===== config.mk =====
export PLATFORM = sky130hd
export DESIGN_NAME = c_subset_token_lexer
export DESIGN_NICKNAME = d
export VERILOG_FILES = /design/src/rtl/core/cstl_pkg.sv /design/src/rtl/core/cstl_ctrl.sv /design/src/rtl/core/cstl_dpath.sv /design/src/rtl/core/c_subset_token_lexer.sv
export SDC_FILE = /design/constraint.sdc
export NUM_CORES = 1
export LEC_CHECK = 0
export BUFFER_PORTS_ARGS = -buffer_cell sky130_fd_sc_hd__buf_2
export CAP_MARGIN = 0
export CORE_MARGIN = 2
export CORE_UTILIZATION = 35
export DETAILED_ROUTE_END_ITERATION = 12
export GPL_TIMING_DRIVEN = 0
export PLACE_DENSITY_LB_ADDON = 0.08
export SLEW_MARGIN = 10
export SYNTH_ARGS = -nofsm -noshare
export SYNTH_HDL_FRONTEND = slang
export SYNTH_SLANG_ARGS = --single-unit
export TNS_END_PERCENT = 50

===== constraint.sdc =====
create_clock -name aclk -period 7.5 [get_ports aclk]
set_input_delay 0.375 -clock aclk [delete_from_list [all_inputs] [get_ports aclk]]
set_output_delay 0.375 -clock aclk [all_outputs]
set_load 0.005 [all_outputs]

===== src/rtl/core/cstl_pkg.sv =====
// ----------------------------------------------------------------------------
// cstl_pkg
// Shared constants, token codes and the controller/datapath command and
// status bundles of the token lexer.
// ----------------------------------------------------------------------------
package cstl_pkg;

    // number of identifier characters that are kept
    localparam int IDENT_KEEP = 31;
    // width of the kept-length count (holds IDENT_KEEP itself)
    localparam int LEN_W = $clog2(IDENT_KEEP + 1);
    // width of an index into the identifier store
    localparam int IDX_W = $clog2(IDENT_KEEP);

    // character codes
    localparam logic [7:0] CH_NUL     = 8'h00;
    localparam logic [7:0] CH_SPACE   = 8'h20;
    localparam logic [7:0] CH_NEWLINE = 8'h0a;
    localparam logic [7:0] CH_QUOTE   = 8'h22;
    localparam logic [7:0] CH_BSLASH  = 8'h5c;
    localparam logic [7:0] CH_EQUALS  = 8'h3d;
    localparam logic [7:0] CH_LOWER_N = 8'h6e;

    // result kinds
    localparam logic RK_TEXT  = 1'b0;
    localparam logic RK_TOKEN = 1'b1;

    // token codes
    typedef enum logic [4:0] {
        TK_INT    = 5'd0,
        TK_ID     = 5'd1,
        TK_NUM    = 5'd2,
        TK_STRING = 5'd3,
        TK_IF     = 5'd4,
        TK_WHILE  = 5'd5,
        TK_PRINT  = 5'd6,
        TK_RETURN = 5'd7,
        TK_PLUS   = 5'd8,
        TK_MINUS  = 5'd9,
        TK_STAR   = 5'd10,
        TK_SLASH  = 5'd11,
        TK_LT     = 5'd12,
        TK_GT     = 5'd13,
        TK_EQ     = 5'd14,
        TK_ASSIGN = 5'd15,
        TK_LPAREN = 5'd16,
        TK_RPAREN = 5'd17,
        TK_LBRACE = 5'd18,
        TK_RBRACE = 5'd19,
        TK_SEMI   = 5'd20,
        TK_END    = 5'd21
    } tok_e_t;

    // which part of the byte's work feeds the result register
    typedef enum logic [1:0] {
        SRC_RUN   = 2'd0,   // one kept identifier character
        SRC_FLUSH = 2'd1,   // token or character that closes the pending mode
        SRC_STR   = 2'd2,   // string character or string token
        SRC_IDLE  = 2'd3    // end token or operator token
    } src_e_t;

    // commands from controller to datapath
    typedef struct packed {
        logic   accept;     // latch the byte, clear the run index
        logic   load;       // load the result register
        src_e_t src;
        logic   last;       // final result of this byte
        logic   idx_inc;    // step the identifier run index
        logic   commit;     // apply the byte's state update
    } cmd_t;

    // status from datapath to controller
    typedef struct packed {
        logic flush_has;    // pending mode emits on this byte
        logic flush_run;    // that emission starts with an identifier text run
        logic run_done;     // every kept character has gone out
        logic str_has;      // string handling emits
        logic idle_has;     // idle handling emits
        logic out_free;     // result register can take a value this cycle
    } sts_t;

endpackage


===== src/rtl/core/cstl_ctrl.sv =====
// ----------------------------------------------------------------------------
// cstl_ctrl
// Sequencer of the token lexer: takes a byte, then walks the flush, string
// and idle phases, issuing at most one result per cycle into the result register while it is free.
// ----------------------------------------------------------------------------
module cstl_ctrl
    import cstl_pkg::*;
(
    input  logic aclk,
    input  logic aresetn,
    input  logic s_valid,
    output logic s_ready,
    input  sts_t sts,
    output cmd_t cmd
);

    typedef enum logic [1:0] {
        ST_WAIT,
        ST_FLUSH,
        ST_STR,
        ST_IDLE
    } state_t;

    state_t state_reg, state_next;

    // phase sequencing
    always_comb begin
        state_next  = state_reg;
        s_ready     = 1'b0;
        cmd         = '0;
        cmd.src     = SRC_RUN;
        unique case (state_reg)
            ST_WAIT: begin
                s_ready = 1'b1;
                if (s_valid) begin
                    cmd.accept = 1'b1;
                    state_next = ST_FLUSH;
                end
            end
            ST_FLUSH: begin
                if (!sts.flush_has) begin
                    state_next = ST_STR;
                end else if (sts.flush_run && !sts.run_done) begin
                    // identifier text, one character a cycle while the result register is free
                    if (sts.out_free) begin
                        cmd.load    = 1'b1;
                        cmd.src     = SRC_RUN;
                        cmd.idx_inc = 1'b1;
                    end
                end else if (sts.out_free) begin
                    cmd.load   = 1'b1;
                    cmd.src    = SRC_FLUSH;
                    cmd.last   = !sts.str_has && !sts.idle_has;
                    state_next = ST_STR;
                end
            end
            ST_STR: begin
                if (!sts.str_has) begin
                    state_next = ST_IDLE;
                end else if (sts.out_free) begin
                    cmd.load   = 1'b1;
                    cmd.src    = SRC_STR;
                    cmd.last   = !sts.idle_has;
                    state_next = ST_IDLE;
                end
            end
            ST_IDLE: begin
                if (!sts.idle_has) begin
                    cmd.commit = 1'b1;
                    state_next = ST_WAIT;
                end else if (sts.out_free) begin
                    cmd.load   = 1'b1;
                    cmd.src    = SRC_IDLE;
                    cmd.last   = 1'b1;
                    cmd.commit = 1'b1;
                    state_next = ST_WAIT;
                end
            end
            default: begin
                state_next = ST_WAIT;
            end
        endcase
    end

    // state register
    always_ff @(posedge aclk) begin
        if (!aresetn) begin
            state_reg <= ST_WAIT;
        end else begin
            state_reg <= state_next;
        end
    end

endmodule


===== src/rtl/core/cstl_dpath.sv =====
// ----------------------------------------------------------------------------
// cstl_dpath
// Datapath of the token lexer: scan mode, number accumulator, identifier
// store, byte classification, keyword match and the result register.
// ----------------------------------------------------------------------------
module cstl_dpath
    import cstl_pkg::*;
(
    input  logic               aclk,
    input  logic               aresetn,
    input  logic [7:0]         s_text_byte,
    input  logic               m_ready,
    output logic               m_valid,
    output logic               m_result_kind,
    output logic [4:0]         m_token_kind,
    output logic signed [31:0] m_number_value,
    output logic [7:0]         m_text_char,
    output logic               m_last_of_run,
    input  cmd_t               cmd,
    output sts_t               sts
);

    typedef enum logic [2:0] {
        MODE_IDLE,
        MODE_NUM,
        MODE_IDENT,
        MODE_STR,
        MODE_STR_BS,
        MODE_EQ
    } mode_t;

    localparam int KW_N   = 5;
    localparam int KW_MAX = 6;

    localparam logic [7:0] KW_TEXT [KW_N][KW_MAX] = '{
        '{"i", "n", "t", 8'h00, 8'h00, 8'h00},
        '{"i", "f", 8'h00, 8'h00, 8'h00, 8'h00},
        '{"w", "h", "i", "l", "e", 8'h00},
        '{"p", "r", "i", "n", "t", 8'h00},
        '{"r", "e", "t", "u", "r", "n"}
    };
    localparam logic [2:0] KW_LEN [KW_N] = '{3'd3, 3'd2, 3'd5, 3'd5, 3'd6};
    localparam tok_e_t KW_TOK [KW_N] = '{TK_INT, TK_IF, TK_WHILE, TK_PRINT, TK_RETURN};

    mode_t              mode_reg, mode_next;
    logic [31:0]        acc_reg, acc_next;
    logic [LEN_W-1:0]   len_reg, len_next;
    logic [LEN_W-1:0]   idx_reg, idx_next;
    logic [7:0]         byte_reg;
    logic [7:0]         store_reg [IDENT_KEEP];

    logic               m_valid_reg, m_valid_next;
    logic               kind_reg;
    tok_e_t             tok_reg;
    logic [31:0]        val_reg;
    logic [7:0]         char_reg;
    logic               last_reg;

    logic               is_digit, is_alpha, is_alnum, is_skip;
    logic               use_str, use_idle;
    logic               kw_hit;
    tok_e_t             kw_tok;
    logic               op_hit;
    tok_e_t             op_tok;
    logic [3:0]         digit;
    logic               store_we;
    logic [IDX_W-1:0]   store_addr;

    logic               res_kind;
    tok_e_t             res_tok;
    logic [31:0]        res_val;
    logic [7:0]         res_char;

    // byte classification
    assign is_digit = (byte_reg >= "0") && (byte_reg <= "9");
    assign is_alpha = ((byte_reg >= "a") && (byte_reg <= "z"))
                   || ((byte_reg >= "A") && (byte_reg <= "Z"))
                   || (byte_reg == "_");
    assign is_alnum = is_digit || is_alpha;
    assign is_skip  = (byte_reg <= CH_SPACE) || byte_reg[7];
    assign digit    = 4'(byte_reg - "0");

    // operator lookup
    always_comb begin
        op_hit = 1'b1;
        op_tok = TK_END;
        unique case (byte_reg)
            "+":     op_tok = TK_PLUS;
            "-":     op_tok = TK_MINUS;
            "*":     op_tok = TK_STAR;
            "/":     op_tok = TK_SLASH;
            "<":     op_tok = TK_LT;
            ">":     op_tok = TK_GT;
            "(":     op_tok = TK_LPAREN;
            ")":     op_tok = TK_RPAREN;
            "{":     op_tok = TK_LBRACE;
            "}":     op_tok = TK_RBRACE;
            ";":     op_tok = TK_SEMI;
            default: op_hit = 1'b0;
        endcase
    end

    // keyword match on the kept identifier
    always_comb begin
        logic same;
        kw_hit = 1'b0;
        kw_tok = TK_ID;
        for (int k = 0; k < KW_N; k++) begin
            same = (len_reg == LEN_W'(KW_LEN[k]));
            for (int i = 0; i < KW_MAX; i++) begin
                if ((i < int'(KW_LEN[k])) && (store_reg[i] != KW_TEXT[k][i])) begin
                    same = 1'b0;
                end
            end
            if (same && !kw_hit) begin
                kw_hit = 1'b1;
                kw_tok = KW_TOK[k];
            end
        end
    end

    // which phases handle this byte
    assign use_str  = (mode_reg == MODE_STR)
                   || ((mode_reg == MODE_STR_BS) && (byte_reg != CH_LOWER_N));
    assign use_idle = (mode_reg == MODE_IDLE)
                   || ((mode_reg == MODE_NUM) && !is_digit)
                   || ((mode_reg == MODE_IDENT) && !is_alnum)
                   || ((mode_reg == MODE_EQ) && (byte_reg != CH_EQUALS))
                   || (use_str && (byte_reg == CH_NUL));

    // status to the controller
    always_comb begin
        sts.flush_has = ((mode_reg == MODE_NUM) && !is_digit)
                     || ((mode_reg == MODE_IDENT) && !is_alnum)
                     || (mode_reg == MODE_STR_BS)
                     || (mode_reg == MODE_EQ);
        sts.flush_run = (mode_reg == MODE_IDENT) && !kw_hit;
        sts.run_done  = (idx_reg == len_reg);
        sts.str_has   = use_str && (byte_reg != CH_BSLASH);
        sts.idle_has  = use_idle && ((byte_reg == CH_NUL) || op_hit);
        sts.out_free  = !m_valid_reg || m_ready;
    end

    // result selection
    always_comb begin
        res_kind = RK_TOKEN;
        res_tok  = TK_END;
        res_val  = '0;
        res_char = CH_NUL;
        unique case (cmd.src)
            SRC_RUN: begin
                res_kind = RK_TEXT;
                res_tok  = TK_ID;
                res_char = store_reg[idx_reg[IDX_W-1:0]];
            end
            SRC_FLUSH: begin
                priority case (mode_reg)
                    MODE_NUM: begin
                        res_tok = TK_NUM;
                        res_val = acc_reg;
                    end
                    MODE_IDENT: begin
                        res_tok = kw_hit ? kw_tok : TK_ID;
                    end
                    MODE_STR_BS: begin
                        res_kind = RK_TEXT;
                        res_tok  = TK_STRING;
                        res_char = (byte_reg == CH_LOWER_N) ? CH_NEWLINE : CH_BSLASH;
                    end
                    default: begin
                        res_tok = (byte_reg == CH_EQUALS) ? TK_EQ : TK_ASSIGN;
                    end
                endcase
            end
            SRC_STR: begin
                res_tok = TK_STRING;
                if ((byte_reg != CH_NUL) && (byte_reg != CH_QUOTE)) begin
                    res_kind = RK_TEXT;
                    res_char = byte_reg;
                end
            end
            SRC_IDLE: begin
                res_tok = (byte_reg == CH_NUL) ? TK_END : op_tok;
            end
            default: begin
                res_tok = TK_END;
            end
        endcase
    end

    // state update at the end of the byte's work
    always_comb begin
        mode_next  = mode_reg;
        acc_next   = acc_reg;
        len_next   = len_reg;
        store_we   = 1'b0;
        store_addr = len_reg[IDX_W-1:0];
        if (use_idle) begin
            len_next = '0;
            if (byte_reg == CH_NUL) begin
                mode_next = MODE_IDLE;
                acc_next  = '0;
            end else if (is_skip) begin
                mode_next = MODE_IDLE;
            end else if (is_digit) begin
                mode_next = MODE_NUM;
                acc_next  = 32'(digit);
            end else if (is_alpha) begin
                mode_next  = MODE_IDENT;
                store_we   = 1'b1;
                store_addr = '0;
                len_next   = LEN_W'(1);
            end else if (byte_reg == CH_QUOTE) begin
                mode_next = MODE_STR;
            end else if (byte_reg == CH_EQUALS) begin
                mode_next = MODE_EQ;
            end else begin
                mode_next = MODE_IDLE;
            end
        end else if (use_str) begin
            if (byte_reg == CH_QUOTE) begin
                mode_next = MODE_IDLE;
            end else if (byte_reg == CH_BSLASH) begin
                mode_next = MODE_STR_BS;
            end else begin
                mode_next = MODE_STR;
            end
        end else if (mode_reg == MODE_NUM) begin
            // acc * 10 + digit, wrapping
            acc_next = {acc_reg[28:0], 3'b000} + {acc_reg[30:0], 1'b0} + 32'(digit);
        end else if (mode_reg == MODE_IDENT) begin
            if (len_reg < LEN_W'(IDENT_KEEP)) begin
                store_we = 1'b1;
                len_next = len_reg + LEN_W'(1);
            end
        end else if (mode_reg == MODE_STR_BS) begin
            mode_next = MODE_STR;
        end else begin
            mode_next = MODE_IDLE;
        end
    end

    // run index
    always_comb begin
        idx_next = idx_reg;
        if (cmd.accept) begin
            idx_next = '0;
        end else if (cmd.idx_inc) begin
            idx_next = idx_reg + LEN_W'(1);
        end
    end

    // result register handshake
    always_comb begin
        m_valid_next = m_valid_reg;
        if (cmd.load) begin
            m_valid_next = 1'b1;
        end else if (m_ready) begin
            m_valid_next = 1'b0;
        end
    end

    // control registers
    always_ff @(posedge aclk) begin
        if (!aresetn) begin
            mode_reg    <= MODE_IDLE;
            acc_reg     <= '0;
            len_reg     <= '0;
            idx_reg     <= '0;
            m_valid_reg <= 1'b0;
        end else begin
            if (cmd.commit) begin
                mode_reg <= mode_next;
                acc_reg  <= acc_next;
                len_reg  <= len_next;
            end
            idx_reg     <= idx_next;
            m_valid_reg <= m_valid_next;
        end
    end

    // payload registers
    always_ff @(posedge aclk) begin
        if (cmd.accept) begin
            byte_reg <= s_text_byte;
        end
        if (cmd.commit && store_we) begin
            store_reg[store_addr] <= byte_reg;
        end
        if (cmd.load) begin
            kind_reg <= res_kind;
            tok_reg  <= res_tok;
            val_reg  <= res_val;
            char_reg <= res_char;
            last_reg <= cmd.last;
        end
    end

    assign m_valid        = m_valid_reg;
    assign m_result_kind  = kind_reg;
    assign m_token_kind   = tok_reg;
    assign m_number_value = val_reg;
    assign m_text_char    = char_reg;
    assign m_last_of_run  = last_reg;

endmodule


===== src/rtl/core/c_subset_token_lexer.sv =====
// ----------------------------------------------------------------------------
// c_subset_token_lexer
// Streaming lexer for a small C-like language, one source byte per
// transaction in, one text character or finished token per transaction out.
// ----------------------------------------------------------------------------
// Each accepted byte is taken in the wait state and then passes through the
// flush, string and idle phases, each of which, apart from the identifier
// text, places at most one result in the single output register. A byte that
// ends a non-keyword identifier first sends every kept character (up to 31)
// in the flush phase, one character per cycle while the output register is
// free, ahead of the identifier token. A phase waits while the output register
// is full and not taken. The next byte is accepted while the last result of
// the previous one still waits in the output register. The number of results
// per byte ranges from none to 33; m_last_of_run marks the last one.
module c_subset_token_lexer
    import cstl_pkg::*;
(
    input  logic               aclk,
    input  logic               aresetn,
    input  logic               s_valid,
    output logic               s_ready,
    input  logic [7:0]         s_text_byte,
    output logic               m_valid,
    input  logic               m_ready,
    output logic               m_result_kind,
    output logic [4:0]         m_token_kind,
    output logic signed [31:0] m_number_value,
    output logic [7:0]         m_text_char,
    output logic               m_last_of_run
);

    cmd_t cmd;
    sts_t sts;

    // phase controller
    cstl_ctrl u_ctrl (
        .aclk    (aclk),
        .aresetn (aresetn),
        .s_valid (s_valid),
        .s_ready (s_ready),
        .sts     (sts),
        .cmd     (cmd)
    );

    // lexer datapath and result register
    cstl_dpath u_dpath (
        .aclk           (aclk),
        .aresetn        (aresetn),
        .s_text_byte    (s_text_byte),
        .m_ready        (m_ready),
        .m_valid        (m_valid),
        .m_result_kind  (m_result_kind),
        .m_token_kind   (m_token_kind),
        .m_number_value (m_number_value),
        .m_text_char    (m_text_char),
        .m_last_of_run  (m_last_of_run),
        .cmd            (cmd),
        .sts            (sts)
    );

endmodule

Word level (Yosys, flattened, before mapping)

Memories as Yosys holds them, arrays and structs flattened. A register that Yosys moved wholly into a read port is not among the register bits.
Index checks and enable logic that the tools add are counted.

Add/sub/neg operators: 5
Order comparisons: 8
Equality and inequality tests: 65
Mux-type cells: 120
Bitwise operators: 1
Reductions and logical operators: 60

Operators with widths:

| kind               | number |
|---|---|
| $mux 32            | 6 |
| $ne 8x7->1 const B | 20 |
| $eq 8x6->1 const B | 11 |
| $mux 5             | 17 |
| $mux 3             | 19 |
| $pmux 5 s11        | 1 |
| $mux 1             | 54 |
| $eq 8x7->1 const B | 5 |
| $add 32x32->32     | 1 |
| $add 32x4->32      | 1 |
| $pmux 8 s3         | 1 |
| $mux 4             | 5 |
| $pmux 5 s4         | 1 |
| $logic_and 1x1->1  | 19 |
| $mux 2             | 9 |
| $ge 8x7->1 const B | 2 |
| $le 8x6->1 const B | 2 |
| $le 8x7->1 const B | 2 |
| $mux 8             | 2 |
| $ne 8x6->1 const B | 2 |
| $ne 3x3->1 const B | 5 |
| $pmux 5 s3         | 1 |
| $reduce_and 5->1   | 3 |
| $logic_or 1x1->1   | 14 |
| other kinds (31)   | 56 |

Register bits: 103
RAM bits: 248
Input bits: 12
Memories kept: 1

Memory list:

| memory            | depth | bits a word | rd ports | clocked after memory_dff | wr ports | RTL line         | text |
|---|---|---|---|---|---|---|---|
| u_dpath.store_reg | 31    | 8           | 7        | 1                        | 1        | cstl_dpath.sv:50 | `logic [7:0] store_reg [IDENT_KEEP];` |

Longest topological paths before layout

An unclocked memory read counts as a cell.

Depth in word-level cells: 26
Mapped depth: 12
Gate-level depth less buffers: 11

Cells and area by module

From an unflattened synthesis, not the netlist that was laid out.

Cells, all modules: 1159
Area total of the unflattened synthesis: 16848.7 um^2

By module, submodules not included:

| module     | instances | cells each | area an instance (um^2) | sequential area each (um^2) |
|---|---|---|---|---|
| cstl_dpath | 1         | 1123       | 16552.1                 | 10359.9 |
| cstl_ctrl  | 1         | 36         | 296.5                   | 40.0 |

Worst setup path after synthesis

No wires, ideal clock.

Path kind: flip-flop to flip-flop
From: reg u_dpath.byte_reg[1]
To: reg u_dpath.last_reg (netlist: u_dpath.m_last_of_run) (enable)
Arrival: 3.246 ns
Path slack: 3.677 ns
Cell stages (with the launch flop): 9
Period minus slack after synthesis: 3.823 ns
Path through: edfxtp_1 clkbuf_1 nand2b_1 o31ai_1 a221oi_1 and2_1 a21oi_1 buf_1 nand2_1

RTL lines:

| element                | RTL line          | text |
|---|---|---|
| from (decl)            | cstl_dpath.sv:49  | `logic [7:0] byte_reg;` |
| from (signal assigned) | cstl_dpath.sv:285 | `byte_reg <= s_text_byte;` |
| to (signal assigned)   | cstl_dpath.sv:295 | `last_reg <= cmd.last;` |
| to (decl)              | cstl_dpath.sv:57  | `logic last_reg;` |

Worst setup path after layout

From: reg u_dpath.byte_reg[3]
To: mem u_dpath.store_reg[24][3] (enable)

Longest elaborated chain between the ends: 16
Elaborated cells on any way between the ends: 61
Classes of those cells: order compare (7); eq/ne (14); mux (16); reduce/logical (24)

Ends and longest elaborated chain:

| element                              | RTL line                           | text |
|---|---|---|
| $ge 8x7->1 (tied with other cells)   | cstl_dpath.sv:76                   | `assign is_alpha = ((byte_reg >= "a") && (byte_reg <= "z"))` |
| $logic_and 1x1->1 (on tied branches) | cstl_dpath.sv:76, cstl_dpath.sv:77 |  |
| $logic_or 1x1->1                     | cstl_dpath.sv:77                   | `\|\| ((byte_reg >= "A") && (byte_reg <= "Z"))` |
| $logic_or 1x1->1                     | cstl_dpath.sv:78                   | `\|\| (byte_reg == "_");` |
| $logic_or 1x1->1                     | cstl_dpath.sv:79                   | `assign is_alnum = is_digit \|\| is_alpha;` |
| $logic_not 1->1                      | cstl_dpath.sv:127                  | `\|\| ((mode_reg == MODE_IDENT) && !is_alnum)` |
| $logic_and 1x1->1                    | cstl_dpath.sv:127                  |  |
| $logic_or 1x1->1                     | cstl_dpath.sv:127                  |  |
| $logic_or 1x1->1                     | cstl_dpath.sv:128                  | `\|\| ((mode_reg == MODE_EQ) && (byte_reg != CH_EQUALS))` |
| $logic_or 1x1->1                     | cstl_dpath.sv:129                  | `\|\| (use_str && (byte_reg == CH_NUL));` |
| $logic_and 1x1->1                    | cstl_dpath.sv:140                  | `sts.idle_has = use_idle && ((byte_reg == CH_NUL) \|\| op_hit);` |
| $mux 1                               | cstl_ctrl.sv:68                    | `if (!sts.idle_has) begin` |
| $mux 1                               | cstl_ctrl.sv:32                    | `unique case (state_reg)` |
| $logic_and 1x1->1                    | cstl_dpath.sv:287                  | `if (cmd.commit && store_we) begin` |
| $mux 1                               | cstl_dpath.sv:287                  |  |
| $mux 1 (not written as such)         | cstl_dpath.sv:288                  | `store_reg[store_addr] <= byte_reg;` |
| to (decl)                            | cstl_dpath.sv:50                   |  |

Parallel ways exist; a longest one is shown, timed or not.

==> impl_metrics.ini <==
[clock_tree]
cts.clk_slew.worst_paths_ns = 0.06
clk_path_buf_depth = 3
cts_tree = yes
numClockSinks = 364
cts_root_buffer = clkbuf_16
clk_latency_ns = 0.57
numCtsBuffers = 42
ctsHtreeMaxLevel = 2

[min_path]
hold_path_class = in2reg

[drt]
drt-wirelength-per-cell_um = 23.1
ant_nets = 0
vias_per_cell = 5.32
drc = 0
drt_first_iter_violations = 894
postRouteWirelength_um = 47700
vias = 11000
first_pass_iters = 5

[floorplan]
rows = 81
die_area_sq_um = 51100
core_area_sq_um = 48700
initial_core_util = 0.354
die_w_um = 226
fp.dieH_um = 226
ios = 61

[cells_and_area]
postLayoutCoreUtil = 0.411
filler_cell_count = 4492
areaGrowthSynthToFinish_pct = 16.1
diodes = 0
final_nets = 1445
drive_gt1_frac = 0.171
largest_reg_flops = 256

[timing]
hold_violations = 0
setup_viol = 0
maxSlewViolCount = 0
fmaxAchievable_mhz = 202
setup_slack_ns = 2.54
slew_headroom = 0.180
rsz0062_at_grt = false
clock_skew_ns = 0.0235
hold_slack_ns = 0.173
finalCriticalPeriod_ns = 4.96
fin_tns_setup_ns = 0
min_period_over_period = 0.662
worst_pin_slew_ns = 1.23

[placement]
dp_slack_ns = 2.46
gp_congestion = 0.879
io_buffers = 59
hpwl_um = 34300

[setup_path]
critPathArrivalTime_ns = 5.13
cp-start-kind = flip-flop
max_stage_delay_ns = 0.88
cp_slowest_cell = edfxtp_1
crit_chain = buf_16 > clkbuf_1 > o21ai_1 > a32oi_1 > nor3_1 > nor4_1 > nand2_1 > o41ai_1 > nand2_1 > nor2_1
end_kind = flip-flop
cp_common_cell = nand2_1
path_class = reg2reg
worst_ep_required_time_ns = 7.67
worstPathMaxFanout = 19

[grt]
grt_use_total = 0.191
grt_pass1_vias = 10900
grt_pass1_wl_um = 71500
overflow = 0
antenna_found_initial = 0
grt_max_degree = 35

[power]
p_per_area_nw_per_um2 = 240
p_int_mw = 3.61
p_sw_mw = 1.19
ir_drop_v = 0.000189
power_frac_seq = 0.497
finalPower_mw = 4.80
power_switching_share = 0.249
pwr-share-clk = 0.408
p_leak_nw = 6.81
combPwrFrac = 0.095

[synthesis]
synth_warnings = 0
synth_edf_count = 311
ys_seq_elements = 364
async_flop_share = 0
syn-cell-area_sq_um = 17200
synth.yosys.seq_area_share = 0.603
synth_cell_types = 83
netlist_instances = 1235
synthFlopType = edfxtp_1
syn_avg_cell_area_sq_um = 14.0

[status]
status = finished, final reports clean

[run]
maxCapViolCount = 0
==> placed cells by master, fill, tap and decap left out, types with 10 or more instances in the layout <==
master     synthesis  layout
nand3_1           54      54
and2_1            38      38
a21oi_1           75      75
buf_1             17      17
clkinv_1           0      11
nor2_1            83      83
dfxtp_1           53      53
clkbuf_1          36      48
nor3_1            14      14
ha_1              66      66
nand4_1           15      15
mux4_2            80      80
o21ai_0           26      26
edfxtp_1         311     311
a21o_1            14      14
nand2b_1          11      11
nor2b_1           12      12
mux2i_1           12      12
xnor2_1           19      19
nor4_1            12      10
clkbuf_16          0      43
a31oi_1           13      13
buf_2              8      67
inv_1             18      18
xor2_1            17      17
nand2_1           87      86
==> power by group through the flow <==
| stage | Sequential (mW) | Clock, mW | Combinational (mW) |
|---|---|---|---|
| after global routing | 2.39 | 2.08 | 0.500 |
| after CTS | 2.39 | 2.01 | 0.444 |
| final | 2.38 | 1.96 | 0.454 |
| after detailed placement | 2.44 | 0 | 0.439 |
| after floorplan | 2.42 | 0 | 0.225 |
| after global placement | 2.50 | 0 | 0.329 |
==> worst max-delay path: cells and delay by family (launching register included) <==
family          cells  cell delay (ns)
compound gates      3             0.84
buf+inv             2             0.56
flops               1             0.88
simple gates        5             2.26
==> cells by family (layout without fill, tap and decap cells) <==
logic type	after synthesis	after routing	synth area share
and+or+nand+nor	383	383	0.117
DFF	364	364	0.603
AOI/OAI and AO/OA	211	211	0.0815
muxes	92	92	0.111
buffers and inverters	80	237	0.0184
adders and majority gates	68	68	0.0502
xor gates and xnor gates	36	36	0.0183
other	1	8	0.000217
==> per-layer routing <==
layer  vias to the layer above  share of wire  GRT usage
met2                       315           0.44      0.289
li1                       5117              -          -
met1                      5479           0.48      0.284
met4                         0          0.020     0.0506
met5                         -              0          0
met3                        61          0.056     0.0312
==> stage by stage <==
stage          cell area, sq um  cells
6_report                  20000   2063
5_1_grt                   20000   2063
4_1_cts                   20000   2062
3_5_place_dp              18600   1976
3_3_place_gp              18400   1965
2_1_floorplan             17300   1242
==> path summary, 6_finish.rpt <==
check / end / cells past startpoint / slack [ns] / from
max: u_dpath.store_reg[24][3] / 10 / 2.54 / u_dpath.byte_reg[3]
min: u_dpath.m_valid / 3 / 0.17 / m_ready
max reg2reg: u_dpath.store_reg[24][3] / 10 / 2.54 / u_dpath.byte_reg[3]
min reg2reg: u_dpath.acc_reg[24] / 2 / 0.49 / u_dpath.acc_reg[24]
==> cell usage after synthesis (3+ instances only) <==
library cell	instances	area (sq um)
a41oi_1	4	35.0
a211o_1	6	52.6
o21a_1	4	30.0
inv_1	18	67.6
mux4_2	80	1800
xnor2_1	19	166
a21oi_1	75	375
o21ai_0	26	130
a311oi_1	4	35.0
dfxtp_1	53	1060
ha_1	66	826
nand2_1	87	327
a31oi_1	13	81.3
o211ai_1	7	52.6
nand2b_1	11	68.8
or3_1	6	37.5
and3_1	7	43.8
nand3_1	54	270
buf_1	17	63.8
nor3b_1	3	22.5
xor2_1	17	149
o41ai_1	4	35.0
o31ai_1	7	52.6
nor2b_1	12	75.1
a21o_1	14	105
nand4b_1	7	61.3
o32ai_1	3	26.3
o2bb2ai_1	3	26.3
edfxtp_1	311	9340
nor2_1	83	312
mux2i_1	12	120
nand4_1	15	93.8
and2_1	38	238
nor3_1	14	70.1
a211oi_1	5	37.5
o21bai_1	4	30.0
buf_2	8	40.0
nand3b_1	3	22.5
nor4_1	12	75.1
clkbuf_1	36	135
or2_2	3	18.8
a221oi_1	3	26.3
nor4bb_1	6	60.1
==> area by class of cell <==
type	count	area (sq um)	area share
Sequential cell	364	10400	0.519
Multi-Input combinational cell	798	6570	0.328
Inverter	18	67.6	0.00337
Buffer	62	250	0.0125
Clock inverter	21	166	0.00831
Clock buffer	57	1150	0.0573
Timing Repair Buffer	79	596	0.0297
Tap cell	664	831	0.0415
==> what timing repair did <==
| item | in CTS | in global routing |
|---|---|---|
| hold buffers | 8 | 0 |
| resized for setup | 0 | 0 |
| buffers inserted | 0 | 0 |
| hold endpoints to repair | 8 | 0 |
(Power assumes the default switching activity.)
